## src/rtl/core/mtl_pkg.sv

```systemverilog
// ----------------------------------------------------------------------------
// mtl_pkg
// Shared types and constants of the markup token lexer: token codes, the
// keyword spellings and the result word that travels to the output queue.
// ----------------------------------------------------------------------------
package mtl_pkg;

    // Token type codes
    localparam logic [4:0] TOK_IDENT    = 5'd0;
    localparam logic [4:0] TOK_ASSET    = 5'd1;
    localparam logic [4:0] TOK_NUMBER   = 5'd4;
    localparam logic [4:0] TOK_STRING   = 5'd5;
    localparam logic [4:0] TOK_COMMENT  = 5'd6;
    localparam logic [4:0] TOK_GARBAGE  = 5'd7;
    localparam logic [4:0] TOK_AT       = 5'd8;
    localparam logic [4:0] TOK_COLON    = 5'd9;
    localparam logic [4:0] TOK_COMMA    = 5'd10;
    localparam logic [4:0] TOK_LBRACE   = 5'd11;
    localparam logic [4:0] TOK_RBRACE   = 5'd12;
    localparam logic [4:0] TOK_DOTDOT   = 5'd13;
    localparam logic [4:0] TOK_HASH     = 5'd14;
    localparam logic [4:0] TOK_LPAREN   = 5'd15;
    localparam logic [4:0] TOK_RPAREN   = 5'd16;
    localparam logic [4:0] TOK_PERCENT  = 5'd17;
    localparam logic [4:0] TOK_NEWLINE  = 5'd18;

    // Keyword table: asset, define, external
    localparam int unsigned NUM_KW = 3;

    function automatic logic [3:0] kw_len(input logic [1:0] k);
        logic [3:0] v;
        case (k)
            2'd0:    v = 4'd5;
            2'd1:    v = 4'd6;
            2'd2:    v = 4'd8;
            default: v = 4'd0;
        endcase
        return v;
    endfunction

    function automatic logic [7:0] kw_char(input logic [1:0] k, input logic [2:0] idx);
        logic [7:0] v;
        v = 8'h00;
        case (k)
            2'd0: begin
                case (idx)
                    3'd0:    v = "a";
                    3'd1:    v = "s";
                    3'd2:    v = "s";
                    3'd3:    v = "e";
                    3'd4:    v = "t";
                    default: v = 8'h00;
                endcase
            end
            2'd1: begin
                case (idx)
                    3'd0:    v = "d";
                    3'd1:    v = "e";
                    3'd2:    v = "f";
                    3'd3:    v = "i";
                    3'd4:    v = "n";
                    3'd5:    v = "e";
                    default: v = 8'h00;
                endcase
            end
            2'd2: begin
                case (idx)
                    3'd0:    v = "e";
                    3'd1:    v = "x";
                    3'd2:    v = "t";
                    3'd3:    v = "e";
                    3'd4:    v = "r";
                    3'd5:    v = "n";
                    3'd6:    v = "a";
                    3'd7:    v = "l";
                    default: v = 8'h00;
                endcase
            end
            default: v = 8'h00;
        endcase
        return v;
    endfunction

    // One result word
    typedef struct packed {
        logic [4:0]  typ;
        logic [31:0] start;
        logic [15:0] len;
        logic [7:0]  first;
        logic        last;
    } t_token;

    // Up to two results from one source byte
    typedef struct packed {
        logic [1:0] cnt;
        t_token     tok0;
        t_token     tok1;
    } t_lex_res;

endpackage

```

## src/rtl/core/markup_token_lexer.sv

```systemverilog
// ----------------------------------------------------------------------------
// markup_token_lexer
// Streaming tokenizer: one source byte (or end marker) per word in, token
// spans out (type, start offset, length, first byte, last-of-run flag).
// ----------------------------------------------------------------------------
//  channel | direction | handshake          | payload
//  --------+-----------+--------------------+--------------------------------
//  input   | in        | i_valid / o_stall  | i_char_byte, i_end_of_input
//  output  | out       | o_valid / i_stall  | o_token_type, o_start_offset,
//          |           |                    | o_span_length, o_first_byte,
//          |           |                    | o_last_of_run
//
//  One byte per cycle while neither side stalls: a byte is held in the input
//  register, then the lexer state steps and writes its tokens to a
//  four-entry queue, from whose head the output word is read.
//  A byte that yields two tokens is handed out as two output words, so the
//  input holds off when the queue has fewer than two free entries.
//  Synchronous active-low reset returns the lexer to leading-whitespace mode
//  with offset zero and empties the queue; no clearing pass is needed.
// ----------------------------------------------------------------------------
module markup_token_lexer #(
    parameter int OFFSET_WIDTH = 32,
    parameter int LENGTH_WIDTH = 16
) (
    input  logic        i_clk,
    input  logic        i_rst_n,
    input  logic        i_valid,
    output logic        o_stall,
    input  logic [7:0]  i_char_byte,
    input  logic        i_end_of_input,
    output logic        o_valid,
    input  logic        i_stall,
    output logic [4:0]  o_token_type,
    output logic [31:0] o_start_offset,
    output logic [15:0] o_span_length,
    output logic [7:0]  o_first_byte,
    output logic        o_last_of_run
);
    import mtl_pkg::*;

    logic       r_in_v;
    logic [7:0] r_byte;
    logic       r_eoi;
    logic       room;
    logic       take;
    t_lex_res   res;
    t_token     tok;

    assign take    = r_in_v && room;
    assign o_stall = r_in_v && !room;

    // Input register: load whenever the held word moves on or is empty
    always_ff @(posedge i_clk) begin
        if (!i_rst_n) begin
            r_in_v <= 1'b0;
        end else if (!o_stall) begin
            r_in_v <= i_valid;
        end
    end

    always_ff @(posedge i_clk) begin
        if (i_valid && !o_stall) begin
            r_byte <= i_char_byte;
            r_eoi  <= i_end_of_input;
        end
    end

    mtl_lex_core #(
        .OFFSET_WIDTH (OFFSET_WIDTH),
        .LENGTH_WIDTH (LENGTH_WIDTH)
    ) u_core (
        .i_clk   (i_clk),
        .i_rst_n (i_rst_n),
        .i_take  (take),
        .i_byte  (r_byte),
        .i_eoi   (r_eoi),
        .o_res   (res)
    );

    mtl_out_queue u_queue (
        .i_clk   (i_clk),
        .i_rst_n (i_rst_n),
        .i_res   (res),
        .o_room  (room),
        .o_valid (o_valid),
        .i_stall (i_stall),
        .o_tok   (tok)
    );

    assign o_token_type   = tok.typ;
    assign o_start_offset = tok.start;
    assign o_span_length  = tok.len;
    assign o_first_byte   = tok.first;
    assign o_last_of_run  = tok.last;

endmodule

```

## src/rtl/core/mtl_lex_core.sv

```systemverilog
// ----------------------------------------------------------------------------
// mtl_lex_core
// Lexer state and next-state logic. Takes one byte or end marker per cycle
// when i_take is high and reports the zero, one or two tokens it causes.
// ----------------------------------------------------------------------------
module mtl_lex_core #(
    parameter int OFFSET_WIDTH = 32,
    parameter int LENGTH_WIDTH = 16
) (
    input  logic              i_clk,
    input  logic              i_rst_n,
    input  logic              i_take,
    input  logic [7:0]        i_byte,
    input  logic              i_eoi,
    output mtl_pkg::t_lex_res o_res
);
    import mtl_pkg::*;

    // Lexer modes
    localparam logic [3:0] M_LEAD    = 4'd0;
    localparam logic [3:0] M_IDLE    = 4'd1;
    localparam logic [3:0] M_IDENT   = 4'd2;
    localparam logic [3:0] M_NUM     = 4'd3;
    localparam logic [3:0] M_STRQ    = 4'd4;
    localparam logic [3:0] M_STRA    = 4'd5;
    localparam logic [3:0] M_SLASH   = 4'd6;
    localparam logic [3:0] M_COMMENT = 4'd7;
    localparam logic [3:0] M_DOT     = 4'd8;

    localparam logic [LENGTH_WIDTH-1:0] LEN_MAX = '1;

    logic [3:0]              r_mode,  n_mode;
    logic [OFFSET_WIDTH-1:0] r_off,   n_off;
    logic [OFFSET_WIDTH-1:0] r_start, n_start;
    logic [LENGTH_WIDTH-1:0] r_len,   n_len;
    logic [2:0]              r_cand,  n_cand;
    logic [7:0]              r_first, n_first;

    function automatic logic is_alpha_us(input logic [7:0] c);
        return (c >= "A" && c <= "Z") || (c >= "a" && c <= "z") || c == "_";
    endfunction

    function automatic logic is_digit(input logic [7:0] c);
        return c >= "0" && c <= "9";
    endfunction

    function automatic logic is_space(input logic [7:0] c);
        return c == " " || (c >= 8'd9 && c <= 8'd13);
    endfunction

    function automatic logic [31:0] off32(input logic [OFFSET_WIDTH-1:0] v);
        logic [63:0] w;
        w = 64'(v);
        return w[31:0];
    endfunction

    function automatic logic [15:0] len16(input logic [LENGTH_WIDTH-1:0] v);
        logic [31:0] w;
        w = 32'(v);
        return w[15:0];
    endfunction

    function automatic t_token mk_tok(input logic [4:0] typ, input logic [31:0] start,
                                      input logic [15:0] len, input logic [7:0] first);
        t_token t;
        t.typ   = typ;
        t.start = start;
        t.len   = len;
        t.first = first;
        t.last  = 1'b0;
        return t;
    endfunction

    // Saturating length and keyword tracking for the current byte
    logic [LENGTH_WIDTH-1:0] len_inc;
    logic [2:0]              cand_trk;
    logic [2:0]              cand_first;
    logic [4:0]              ident_typ;

    always_comb begin
        len_inc = (r_len == LEN_MAX) ? r_len : r_len + LENGTH_WIDTH'(1);
        for (int k = 0; k < NUM_KW; k++) begin
            cand_trk[k] = r_cand[k]
                && (r_len < LENGTH_WIDTH'(kw_len(2'(k))))
                && (kw_char(2'(k), r_len[2:0]) == i_byte);
            cand_first[k] = (kw_char(2'(k), 3'd0) == i_byte);
        end
        ident_typ = TOK_IDENT;
        for (int k = 0; k < NUM_KW; k++) begin
            if (r_cand[k] && r_len == LENGTH_WIDTH'(kw_len(2'(k)))) begin
                ident_typ = TOK_ASSET + 5'(k);
            end
        end
    end

    // Byte seen between tokens: skip a blank, start a token or emit a single token
    logic [3:0]              ib_mode;
    logic                    ib_load;
    logic [LENGTH_WIDTH-1:0] ib_len;
    logic [7:0]              ib_first;
    logic [2:0]              ib_cand;
    logic                    ib_v;
    logic [4:0]              ib_typ;
    t_token                  ib_tok;

    always_comb begin
        ib_mode  = M_IDLE;
        ib_load  = 1'b0;
        ib_len   = LENGTH_WIDTH'(1);
        ib_first = i_byte;
        ib_cand  = 3'b111;
        ib_v     = 1'b0;
        ib_typ   = TOK_GARBAGE;
        if (is_space(i_byte) && i_byte != 8'h0A) begin
            ib_mode = M_IDLE;
        end else if (is_alpha_us(i_byte)) begin
            ib_mode = M_IDENT;
            ib_load = 1'b1;
            ib_cand = cand_first;
        end else if (is_digit(i_byte)) begin
            ib_mode = M_NUM;
            ib_load = 1'b1;
        end else begin
            case (i_byte)
                "\"": begin
                    ib_mode = M_STRQ; ib_load = 1'b1; ib_len = '0; ib_first = 8'h00;
                end
                "<": begin
                    ib_mode = M_STRA; ib_load = 1'b1; ib_len = '0; ib_first = 8'h00;
                end
                "/":     begin ib_mode = M_SLASH; ib_load = 1'b1; end
                ".":     begin ib_mode = M_DOT;   ib_load = 1'b1; end
                8'h0A:   begin ib_v = 1'b1; ib_typ = TOK_NEWLINE; end
                "@":     begin ib_v = 1'b1; ib_typ = TOK_AT;      end
                ":":     begin ib_v = 1'b1; ib_typ = TOK_COLON;   end
                ",":     begin ib_v = 1'b1; ib_typ = TOK_COMMA;   end
                "{":     begin ib_v = 1'b1; ib_typ = TOK_LBRACE;  end
                "}":     begin ib_v = 1'b1; ib_typ = TOK_RBRACE;  end
                "#":     begin ib_v = 1'b1; ib_typ = TOK_HASH;    end
                "(":     begin ib_v = 1'b1; ib_typ = TOK_LPAREN;  end
                ")":     begin ib_v = 1'b1; ib_typ = TOK_RPAREN;  end
                "%":     begin ib_v = 1'b1; ib_typ = TOK_PERCENT; end
                default: begin ib_v = 1'b1; ib_typ = TOK_GARBAGE; end
            endcase
        end
        if (ib_typ == TOK_NEWLINE) begin
            ib_tok = mk_tok(TOK_NEWLINE, off32(r_off), 16'd2, "\\");
        end else begin
            ib_tok = mk_tok(ib_typ, off32(r_off), 16'd1, i_byte);
        end
    end

    // Mode step: pending token, then the byte's own effect
    logic   pre_v;
    t_token pre_tok;
    logic   use_ib;
    logic   ib_emit;
    t_token cur_tok;

    always_comb begin
        n_mode  = r_mode;
        n_off   = r_off;
        n_start = r_start;
        n_len   = r_len;
        n_cand  = r_cand;
        n_first = r_first;
        pre_v   = 1'b0;
        use_ib  = 1'b0;
        cur_tok = mk_tok(ident_typ, off32(r_start), len16(r_len), r_first);
        case (r_mode)
            M_NUM:           cur_tok.typ = TOK_NUMBER;
            M_STRQ, M_STRA:  cur_tok.typ = TOK_STRING;
            M_COMMENT:       cur_tok = mk_tok(TOK_COMMENT, off32(r_start), 16'd7, "c");
            M_SLASH:         cur_tok = mk_tok(TOK_GARBAGE, off32(r_start), 16'd1, "/");
            M_DOT:           cur_tok = mk_tok(TOK_GARBAGE, off32(r_start), 16'd1, ".");
            default:         cur_tok.typ = ident_typ;
        endcase
        pre_tok = cur_tok;

        if (i_eoi) begin
            // flush what is pending, then return to reset state
            case (r_mode)
                M_IDENT, M_NUM, M_STRQ, M_STRA, M_COMMENT, M_SLASH, M_DOT: pre_v = 1'b1;
                default: pre_v = 1'b0;
            endcase
            n_mode  = M_LEAD;
            n_off   = '0;
            n_start = '0;
            n_len   = '0;
            n_cand  = 3'b111;
            n_first = 8'h00;
        end else begin
            n_off = r_off + OFFSET_WIDTH'(1);
            case (r_mode)
                M_LEAD: begin
                    use_ib = !is_space(i_byte);
                end
                M_IDENT: begin
                    if (is_alpha_us(i_byte)) begin
                        n_cand = cand_trk;
                        n_len  = len_inc;
                    end else begin
                        pre_v  = 1'b1;
                        use_ib = 1'b1;
                    end
                end
                M_NUM: begin
                    if (is_digit(i_byte)) begin
                        n_len = len_inc;
                    end else begin
                        pre_v  = 1'b1;
                        use_ib = 1'b1;
                    end
                end
                M_STRQ, M_STRA: begin
                    if ((r_mode == M_STRQ && i_byte == "\"")
                            || (r_mode == M_STRA && i_byte == ">")) begin
                        pre_v  = 1'b1;
                        n_mode = M_IDLE;
                    end else begin
                        if (r_len == '0) begin
                            n_first = i_byte;
                        end
                        n_len = len_inc;
                    end
                end
                M_SLASH: begin
                    if (i_byte == "/") begin
                        n_mode = M_COMMENT;
                    end else begin
                        pre_v  = 1'b1;
                        use_ib = 1'b1;
                    end
                end
                M_COMMENT: begin
                    if (i_byte == 8'h0A) begin
                        pre_v  = 1'b1;
                        n_mode = M_IDLE;
                    end
                end
                M_DOT: begin
                    if (i_byte == ".") begin
                        pre_v   = 1'b1;
                        pre_tok = mk_tok(TOK_DOTDOT, off32(r_start), 16'd2, ".");
                        n_mode  = M_IDLE;
                    end else begin
                        pre_v  = 1'b1;
                        use_ib = 1'b1;
                    end
                end
                default: begin
                    use_ib = 1'b1;
                end
            endcase
            if (use_ib) begin
                n_mode = ib_mode;
                if (ib_load) begin
                    n_start = r_off;
                    n_len   = ib_len;
                    n_first = ib_first;
                    n_cand  = ib_cand;
                end
            end
        end
        ib_emit = use_ib && ib_v;
    end

    // Pack the results in order and mark the final one
    always_comb begin
        o_res.cnt  = {1'b0, pre_v} + {1'b0, ib_emit};
        o_res.tok0 = pre_v ? pre_tok : ib_tok;
        o_res.tok1 = ib_tok;
        o_res.tok0.last = !(pre_v && ib_emit);
        o_res.tok1.last = 1'b1;
        if (!i_take) begin
            o_res.cnt = 2'd0;
        end
    end

    // Advance state on each taken item
    always_ff @(posedge i_clk) begin
        if (!i_rst_n) begin
            r_mode  <= M_LEAD;
            r_off   <= '0;
            r_start <= '0;
            r_len   <= '0;
            r_cand  <= 3'b111;
            r_first <= 8'h00;
        end else if (i_take) begin
            r_mode  <= n_mode;
            r_off   <= n_off;
            r_start <= n_start;
            r_len   <= n_len;
            r_cand  <= n_cand;
            r_first <= n_first;
        end
    end

endmodule

```

## src/rtl/core/mtl_out_queue.sv

```systemverilog
// ----------------------------------------------------------------------------
// mtl_out_queue
// Four-entry result queue. Takes up to two tokens per cycle from the lexer
// and hands out one word per cycle on the output channel unless it stalls.
// ----------------------------------------------------------------------------
module mtl_out_queue (
    input  logic              i_clk,
    input  logic              i_rst_n,
    input  mtl_pkg::t_lex_res i_res,
    output logic              o_room,
    output logic              o_valid,
    input  logic              i_stall,
    output mtl_pkg::t_token   o_tok
);
    import mtl_pkg::*;

    t_token     r_mem [4];
    logic [1:0] r_wr;
    logic [1:0] r_rd;
    logic [2:0] r_cnt;
    logic       pop;

    // Room for two more words regardless of the output side
    assign o_room  = r_cnt <= 3'd2;
    assign o_valid = r_cnt != 3'd0;
    assign o_tok   = r_mem[r_rd];
    assign pop     = o_valid && !i_stall;

    // Write the payload words
    always_ff @(posedge i_clk) begin
        if (i_res.cnt != 2'd0) begin
            r_mem[r_wr] <= i_res.tok0;
        end
        if (i_res.cnt == 2'd2) begin
            r_mem[r_wr + 2'd1] <= i_res.tok1;
        end
    end

    // Advance pointers and count
    always_ff @(posedge i_clk) begin
        if (!i_rst_n) begin
            r_wr  <= 2'd0;
            r_rd  <= 2'd0;
            r_cnt <= 3'd0;
        end else begin
            r_wr  <= r_wr + i_res.cnt;
            r_rd  <= r_rd + {1'b0, pop};
            r_cnt <= r_cnt + {1'b0, i_res.cnt} - {2'b00, pop};
        end
    end

endmodule

```

## config.mk

```make
export PLATFORM = sky130hd
export DESIGN_NAME = markup_token_lexer
export DESIGN_NICKNAME = d
export VERILOG_FILES = /design/src/rtl/core/mtl_pkg.sv /design/src/rtl/core/markup_token_lexer.sv /design/src/rtl/core/mtl_lex_core.sv /design/src/rtl/core/mtl_out_queue.sv
export SDC_FILE = /design/constraint.sdc
export NUM_CORES = 1
export LEC_CHECK = 0
export ABC_AREA = 1
export BUFFER_PORTS_ARGS = -buffer_cell sky130_fd_sc_hd__buf_2
export CAP_MARGIN = 20
export CORE_AREA = 2 2 255 257
export DETAILED_ROUTE_END_ITERATION = 10
export DIE_AREA = 0 0 257 259
export MAX_ROUTING_LAYER = met4
export PLACE_DENSITY = 0.52
export SLEW_MARGIN = 15
export SYNTH_ARGS = -nofsm -noshare
export SYNTH_HDL_FRONTEND = slang
export SYNTH_SLANG_ARGS = --single-unit
```

## constraint.sdc

```tcl
create_clock -name i_clk -period 10.6 [get_ports i_clk]
set_input_delay 2.12 -clock i_clk [delete_from_list [all_inputs] [get_ports i_clk]]
set_output_delay 2.12 -clock i_clk [all_outputs]
set_load 0.02 [all_outputs]
```

==> metrics.csv, run 1 <==
metric,value,unit
post_cts_resized,0,
via_per_inst,5.305,
hold_viol,0,
ios,77,
via_count,17480,
drc,0,
critPathTopFamily,simple AND/OR/NAND/NOR gates,
max_slew.worst_pin.slew,1159,ps
fin_crit_sh,56.49,%
syn_avg_cell_area,7.947,µm²
postLayoutCoreUtil,33.62,%
final_cell_mix,"583 x nand2_1, 237 x nor2_1, 222 x o21ai_0",
slowest_stage,edfxtp_1,
core-area,63880,µm²
fin_setup_tns,0,ps
path_clk_slew,60,ps
arrival,6320,ps
yosys_warnings,0,
drv_cap,0,
cp-end-kind,register,
critical_path_required,10930,ps
final_antenna_net_count,0,
seq_area_frac_synth,48.83,%
synth_cell_types,48,
grt_pass1_wl,102900,µm
comb_power_share,29.3,%
die_w,257,µm
dp_hpwl,43230,µm
p_total,4361,µW
swShare,37.55,%
die_h,259,µm
async_flop_share,0,%
netlist_area,19000,µm²
wire_per_inst,20.51,µm
netlist_instances,2391,
hp-class,reg2reg,
hold_buffers,0,
min_period,5988,ps
internal_power,2724,µW
maxSlewViolCount,0,
io_buffers,76,
hold_ws,450.3,ps
fmax,0.1670,GHz
layout-drive-gt1-share,10.99,%
power_density,203.1,nW/µm²
worstSetupPathType,reg2reg,
final_common_cell,nand2_1,
cts_setup_buffers,0,
leakage,0.008189,µW
power.share.clock,33.3,%
syn2layout_area_growth,13.03,%
switchingPower,1638,µW
setup_slack,4612,ps
critical_path.most_common_cell,inv_1,
clockBufferDepth,3,
rows,93,
grt_antenna_before_repair,1,
start_util,29.74,%
synth_fp_nets,2421,
design.die.area,66560,µm²
globalplace.congestion,0.8972,
outcome,finished clean,
pwr-share-seq,37.3,%
path_buf_inv,9,
cts_htree_levels,2,
grt_max_degree,105,
grt.overflow.total,0,
tritoncts,built,
preCtsSetupSlack,4294,ps
grt_pass1_vias,16510,
start_kind,register,
cpPeakStageDelay,610,ps
root_buffer,clkbuf_16,
cts-buffers-inserted,42,
rsz0062_at_grt,false,
dr.pass1.iters,6,
ys.flop_type,edfxtp_1,
fill_cells,6721,
drt_iter0_markers,1868,
cp_max_fo,49,
cts.sink_count,365,
clock_latency,590,ps
setup_viol,0,
ys_ff_latch,365,
synth_edf_count,197,
relSlewSlack,22.76,%
routed_wl,67570,µm
grt_use_total,20.52,%
nets,2434,
fin_skew,20.37,ps
ir_drop,0.0001137,V
==> cell usage after synthesis (11+ instances only) <==
cell      instances  area (µm²)
nand2_2          13       81.33
o211ai_1         13       97.59
nor3_1           41       205.2
inv_2            11       41.29
nor4_1           21       131.4
nand3_1         117       585.6
o22ai_1         191        1195
nor2_2           11       68.82
o21ai_0         222        1111
inv_1           157       589.3
xor2_1           14       122.6
o21ai_1          23       115.1
dfxtp_1         168        3363
o21ai_2          24       210.2
nor2_1          241       904.6
nand2_1         583        2188
a21oi_1         101       505.5
edfxtp_1        197        5916
clkbuf_1        109       409.1
buf_2            13       65.06
ha_1             16       200.2
nand4_1          24       150.1
==> cells by family after synthesis <==
| group | after synthesis | synth area share, % |
|---|---|---|
| simple gates | 1080 | 24.46 |
| compound gates | 596 | 17.91 |
| flops | 365 | 48.83 |
| buf+inv | 316 | 6.848 |
| xor+xnor | 17 | 0.7837 |
| fa+ha+maj | 17 | 1.159 |
==> sequential cells by signal, indices dropped and copies added (netlist names), named ones only <==
signal,flops
u_queue.r_cnt,3
u_queue.r_mem,248
u_core.r_len,16
r_byte,8
u_core.r_mode,4
u_core.r_first,8
u_queue.r_wr,2
u_core.r_off,32
u_core.r_cand,3
r_in_v,1
r_eoi,1
u_core.r_start,32
u_queue.r_rd,2
==> tightest hold or removal path, stage by stage, from the launching register on <==
cell	delay (ps)
dfxtp_1	310
nand2_1	60
nand2_1	40
==> layer usage <==
metal / vias to the layer above / global-route usage, % / routed length, µm
met3: 103 / 3.398 / 4859
li1: 8285 / - / -
met1: 8416 / 28.15 / 30870
met4: 0 / 6.557 / 2034
met5: - / - / 0
met2: 672 / 30.83 / 29800
==> area by class of cell <==
cell class / instances / area, µm² / share of cell area (%)
clock inverters: 28 / 259.0 / 1.206
inverters: 177 / 669.4 / 3.117
repair buffers: 108 / 660.6 / 3.076
well taps: 855 / 1070 / 4.981
clock buffers: 50 / 1101 / 5.127
multi-input cells: 1710 / 8431 / 39.25
flip-flops and latches: 365 / 9284 / 43.23
diodes: 1 / 2.502 / 0.01165
==> stage by stage <==
stage | cell area, µm² | instances
global route | 21480 | 3294
finish | 21480 | 3294
detailed placement | 20070 | 3213
CTS | 21430 | 3291
floorplan | 19000 | 2391
global placement | 20050 | 3212
==> final timing paths <==
kind                                      startpoint              endpoint  slack [ps]  cells after the start
worst max-delay path                       r_byte[0]  u_queue.r_mem[1][61]        4610                     25
worst min-delay path            u_queue.r_mem[2][11]  u_queue.r_mem[2][11]         450                      2
worst max register to register             r_byte[0]  u_queue.r_mem[1][61]        4610                     25
worst min register to register  u_queue.r_mem[2][11]  u_queue.r_mem[2][11]         450                      2
==> power by group through the flow <==
stage | registers, µW | logic [µW] | clock network [µW]
after global routing | 1630 | 1390 | 1540
after floorplan | 1600 | 879 | 0
after global placement | 1650 | 1270 | 0
after detailed placement | 1660 | 1280 | 0
final | 1630 | 1280 | 1450
after CTS | 1630 | 1280 | 1480
(Power assumes the default switching activity.)
==> inputs of run 2 (changes only) <==
PLACE_DENSITY = 0.54   (was 0.52)
clock period = 5.5 ns   (was 10.6 ns; I/O delays follow)
==> metrics.csv, run 2 (synthesis results as in run 1) <==
metric,value,unit
outcome,finished clean,
core-area,63880,µm²
setup_viol,0,
cpPeakStageDelay,590,ps
swShare,36.57,%
hp-class,reg2reg,
fin_crit_sh,89.62,%
slowest_stage,edfxtp_1,
final_antenna_net_count,0,
internal_power,5415,µW
io_buffers,76,
drt_iter0_markers,1764,
hold_end,u_queue.r_mem[2][11],
fmax,0.2029,GHz
pwr-share-seq,35.9,%
top_regs,"u_queue.r_mem x248, u_core.r_off x32, u_core.r_start x32",
design.die.area,66560,µm²
cp_max_fo,28,
drc,0,
nets,2445,
clock_latency,580,ps
worstPathCellList,inv_1 -> nand2_1 -> inv_1 -> nand2_1 -> nor2_4 -> inv_2 -> o21ai_0 -> a21oi_1 -> nand3_2 -> nand2_4 -> inv_2 -> ha_1 -> inv_1 -> nor2_1 -> inv_2 -> nor2_1 -> inv_1 -> nor2_1 -> inv_1 -> buf_4 -> o21ai_0,
power.share.clock,34.4,%
tritoncts,built,
comb_power_share,29.7,%
grt_antenna_before_repair,2,
dr.pass1.iters,5,
root_buffer,clkbuf_16,
final_cells,3306,
holdPathStages,2,
fin_setup_tns,0,ps
globalplace.congestion,0.9182,
cts_setup_buffers,0,
drv_cap,0,
grt_pass1_vias,16510,
fill_cells,6595,
cp-end-kind,register,
min_period,4929,ps
worstSetupPathType,reg2reg,
ir_drop,0.0002599,V
cts.sink_count,365,
clockBufferDepth,3,
start_kind,register,
cts_htree_levels,2,
arrival,5310,ps
wire_per_inst,19.77,µm
rows,93,
reg2reg_depth,21,
post_cts_resized,0,
critical_path_required,5880,ps
leakage,0.008285,µW
grt.overflow.total,0,
hold_ws,448.0,ps
hold_viol,0,
layout-drive-gt1-share,11.68,%
grt_use_total,19.86,%
die_h,259,µm
grt_max_degree,83,
relSlewSlack,26.52,%
hold_buffers,0,
grt_pass1_wl,100800,µm
via_count,17510,
start_util,29.74,%
min_from,u_queue.r_mem[2][11],
dpl.cell_count,3223,
critical_path.most_common_cell,inv_1,
path_clk_slew,60,ps
worstReg2RegEnd,u_queue.r_mem[1][10],
via_per_inst,5.295,
dp_hpwl,43840,µm
r2r_start,r_byte[0],
maxSlewViolCount,0,
rsz0062_at_grt,false,
largest_register,u_queue.r_mem,
switchingPower,3122,µW
largest_register_ffs,248,
syn2layout_area_growth,14.07,%
routed_wl,65370,µm
final_cell_mix,"583 x nand2_1, 238 x nor2_1, 222 x o21ai_0",
reg2reg_slack,570,ps
max_slew.worst_pin.slew,1102,ps
fin_skew,27.15,ps
cts-buffers-inserted,42,
power_density,393.9,nW/µm²
final_common_cell,nand2_1,
die_w,257,µm
ios,77,
==> run 2: cell types whose count changed in the layout (fill, tap and decap cells not counted), sizes merged <==
cell | previous run | this run
bufinv | 3 | 5
clkinv | 31 | 22
inv | 170 | 169
diode | 1 | 2
buf | 108 | 119
clkinvlp | 1 | 3
clkbuf | 50 | 56
==> run 2: metal layers <==
layer / GRT usage, % / up-vias / wire (µm)
li1: - / 8313 / -
met1: 27.15 / 8432 / 29980
met2: 30.76 / 653 / 29470
met3: 2.792 / 108 / 4399
met4: 5.410 / 0 / 1515
met5: - / - / 0
==> run 2: final cells by class <==
type	count	area (µm²)	area share, %
multi-input cells	1710	8428	38.89
clock inverters	22	276.5	1.276
well taps	855	1070	4.936
diodes	2	5.005	0.02309
inverters	177	669.4	3.089
flip-flops and latches	365	9284	42.84
repair buffers	119	773.2	3.568
clock buffers	56	1167	5.386
==> run 2: power by group through the flow <==
stage                     combinational [µW]  clock (µW)  sequential, µW
after floorplan                         1690           0            3090
after global placement                  2520           0            3120
after detailed placement                2530           0            3120
after CTS                               2540        2970            3070
after global routing                    2760        3080            3080
final                                   2540        2930            3070
==> run 2: worst max-delay path, delay by kind of cell, from the launching register on <==
family	cells	cell delay, ps
buffers and inverters	9	1800
flip-flops	1	590
AO/OA/AOI/OAI	3	550
adder cells (fa/ha/maj)	1	230
AND/OR/NAND/NOR	8	1560
==> run 2: per-stage QoR <==
stage               setup slack [ps]  instance area [µm²]  power [µW]  util, %
global route                   161.6                21670        8913    33.93
detailed placement             680.4                20170        5654    31.57
global placement               817.4                20170        5637    31.57
finish                         570.8                21670        8537    33.93
floorplan                       1382                19000        4784        -
CTS                            638.9                21610        8576    33.83
==> run 2: how the worst max path moves through the flow <==
stage	start	end	slack (ps)	cells after the start
5_1_grt	r_byte[0]	u_queue.r_mem[1][5]	160	21
3_5_place_dp	r_byte[0]	u_queue.r_mem[1][58]	680	19
6_report	r_byte[0]	u_queue.r_mem[1][10]	570	21
4_1_cts	r_byte[0]	u_queue.r_mem[1][5]	640	19
2_1_floorplan	r_byte[2]	u_queue.r_mem[3][61]	1380	24
3_3_place_gp	r_byte[2]	u_queue.r_mem[1][58]	820	21
==> inputs of run 3 (changes only) <==
ABC_AREA = 0   (was 1)
CORE_AREA = 2 2 182 184   (was 2 2 255 257)
DIE_AREA = 0 0 184 186   (was 0 0 257 259)
PLACE_DENSITY = 0.8   (was 0.54)
clock period = 5.57 ns   (was 5.5 ns; I/O delays follow)
==> metrics.csv, run 3 <==
metric,value,unit
cp_max_fo,30,
ys.flop_type,edfxtp_1,
leakage,0.006365,µW
grt_use_total,27.97,%
final_common_cell,edfxtp_1,
via_per_inst,6.894,
path_buf_inv,1,
register_area,9286,µm²
drv_cap,0,
root_buffer,clkbuf_16,
largest_register,u_queue.r_mem,
synth.most_common_cell,edfxtp_1,
routed_wl,46060,µm
power_density,348.4,nW/µm²
synth_top_area_share,33.60,%
die_h,186,µm
min_period,5020,ps
worstSetupPathType,reg2reg,
start_kind,register,
final_antenna_net_count,0,
dr.pass1.iters,6,
cts-buffers-inserted,39,
maxSlewViolCount,0,
outcome,finished clean,
top_regs,"u_queue.r_mem x248, u_core.r_off x32, u_core.r_start x32",
cts_setup_buffers,0,
grt_max_degree,64,
grt_pass1_vias,13100,
drt_iter0_markers,1823,
globalplace.congestion,0.9224,
synth_top_area_cell,edfxtp_1,
synth_fp_nets,1537,
cts_htree_levels,2,
fill_cells,2521,
antenna_cells,0,
async_flop_share,0,%
design.die.area,34220,µm²
hp-class,reg2reg,
syn_avg_cell_area,11.68,µm²
cts.sink_count,365,
seq_area_frac_synth,52.70,%
fmax,0.1992,GHz
fin_crit_sh,90.13,%
rows,66,
postLayoutCoreUtil,60.70,%
dp_hpwl,28940,µm
relSlewSlack,26.83,%
setup_viol,0,
max_slew.worst_pin.slew,1098,ps
post_cts_resized,0,
grt_antenna_before_repair,0,
drc,0,
multiInputGateArea,7617,µm²
critPathTopFamily,compound AO/OA/AOI/OAI gates,
ir_drop,0.0002626,V
ios,77,
rsz0062_at_grt,false,
grt.overflow.total,0,
largest_register_ffs,248,
ys_ff_latch,365,
fin_setup_tns,0,ps
via_count,13440,
fin_area,19550,µm²
tritoncts,built,
syn2layout_area_growth,11.02,%
setup_slack,549.9,ps
netlist_area,17610,µm²
critical_path_required,5980,ps
start_util,54.67,%
worstPathCellList,o21ai_0 -> a2111oi_0 -> a311o_2 -> o311a_1 -> and2_1 -> ha_1 -> o21ai_1 -> or2_2 -> nor2_4 -> buf_4 -> a22o_1,
cp-end-kind,register,
cpPeakStageDelay,850,ps
nets,1540,
io_buffers,76,
core-area,32210,µm²
layout-drive-gt1-share,17.85,%
preCtsSetupSlack,726.2,ps
synth_cell_types,91,
clockBufferDepth,3,
fin_skew,27.98,ps
yosys_warnings,0,
hold_viol,0,
synth_edf_count,197,
netlist_instances,1507,
die_w,184,µm
grt_pass1_wl,72680,µm
netlist_top_cells_count,"197 x edfxtp_1, 169 x a22o_1, 168 x dfxtp_1",
placed_area,18270,µm²
path_clk_slew,60,ps
clock_latency,560,ps
hold_buffers,0,
wire_per_inst,23.63,µm
arrival,5430,ps
final_cell_mix,"197 x edfxtp_1, 169 x a22o_1, 166 x dfxtp_1",
synth_area_leaders,"edfxtp_1 34%, dfxtp_1 19%, a22o_1 8.4%",
slowest_stage,a2111oi_0,
==> run 3: final cells by class <==
| class | instances | area share, % |
|---|---|---|
| flip-flops and latches | 365 | 47.50 |
| multi-input cells | 958 | 38.97 |
| repair buffers | 117 | 3.840 |
| inverters | 29 | 0.5568 |
| clock inverters | 10 | 0.6784 |
| well taps | 408 | 2.611 |
| clock buffers | 62 | 5.844 |
==> run 3: logic make-up after synthesis <==
group	after synthesis	share of synthesized area, %
compound gates	460	20.34
xor+xnor	41	2.039
fa+ha+maj	17	1.251
buf+inv	184	4.228
flops	365	52.70
mux	68	8.278
simple gates	372	11.16
==> run 3: final timing paths <==
check / from / end / slack, ps / cells past startpoint
worst max-delay path: r_byte[1] / u_queue.r_mem[2][31] / 550 / 11
worst min-delay path: u_queue.r_mem[1][11] / u_queue.r_mem[1][11] / 460 / 2
worst max register to register: r_byte[1] / u_queue.r_mem[2][31] / 550 / 11
worst min register to register: u_queue.r_mem[1][11] / u_queue.r_mem[1][11] / 460 / 2
==> run 3: layer usage <==
layer  track usage [%]  routed length (µm)  vias up
li1                  -                   -     5930
met1             36.05               18150     6610
met2             45.92               22600      793
met3             3.757                4141      104
met4             9.504                1168        0
met5                 -                   0        -
==> run 3: worst min-delay path, delay by kind of cell (launching register included) <==
kind | cells | cell delay [ps]
AOI/OAI and AO/OA | 1 | 60
DFF | 1 | 320
and+or+nand+nor | 1 | 50
==> run 3: through the flow <==
| step | power [µW] | std cells | hold slack, ps |
|---|---|---|---|
| after global routing | 7038 | 1949 | 474.2 |
| after global placement | 4276 | 1877 | 438.5 |
| after detailed placement | 4296 | 1877 | 444.6 |
| after CTS | 6834 | 1949 | 457.3 |
| after floorplan | 3922 | 1507 | 419.8 |
| final | 6811 | 1949 | 457.1 |
==> run 3: report_power, final <==
group,internal [µW],switching (µW),total (µW)
Clock,1480,1100,2570
Combinational,480,641,1120
Sequential,2920,192,3120
Total,4880,1930,6810
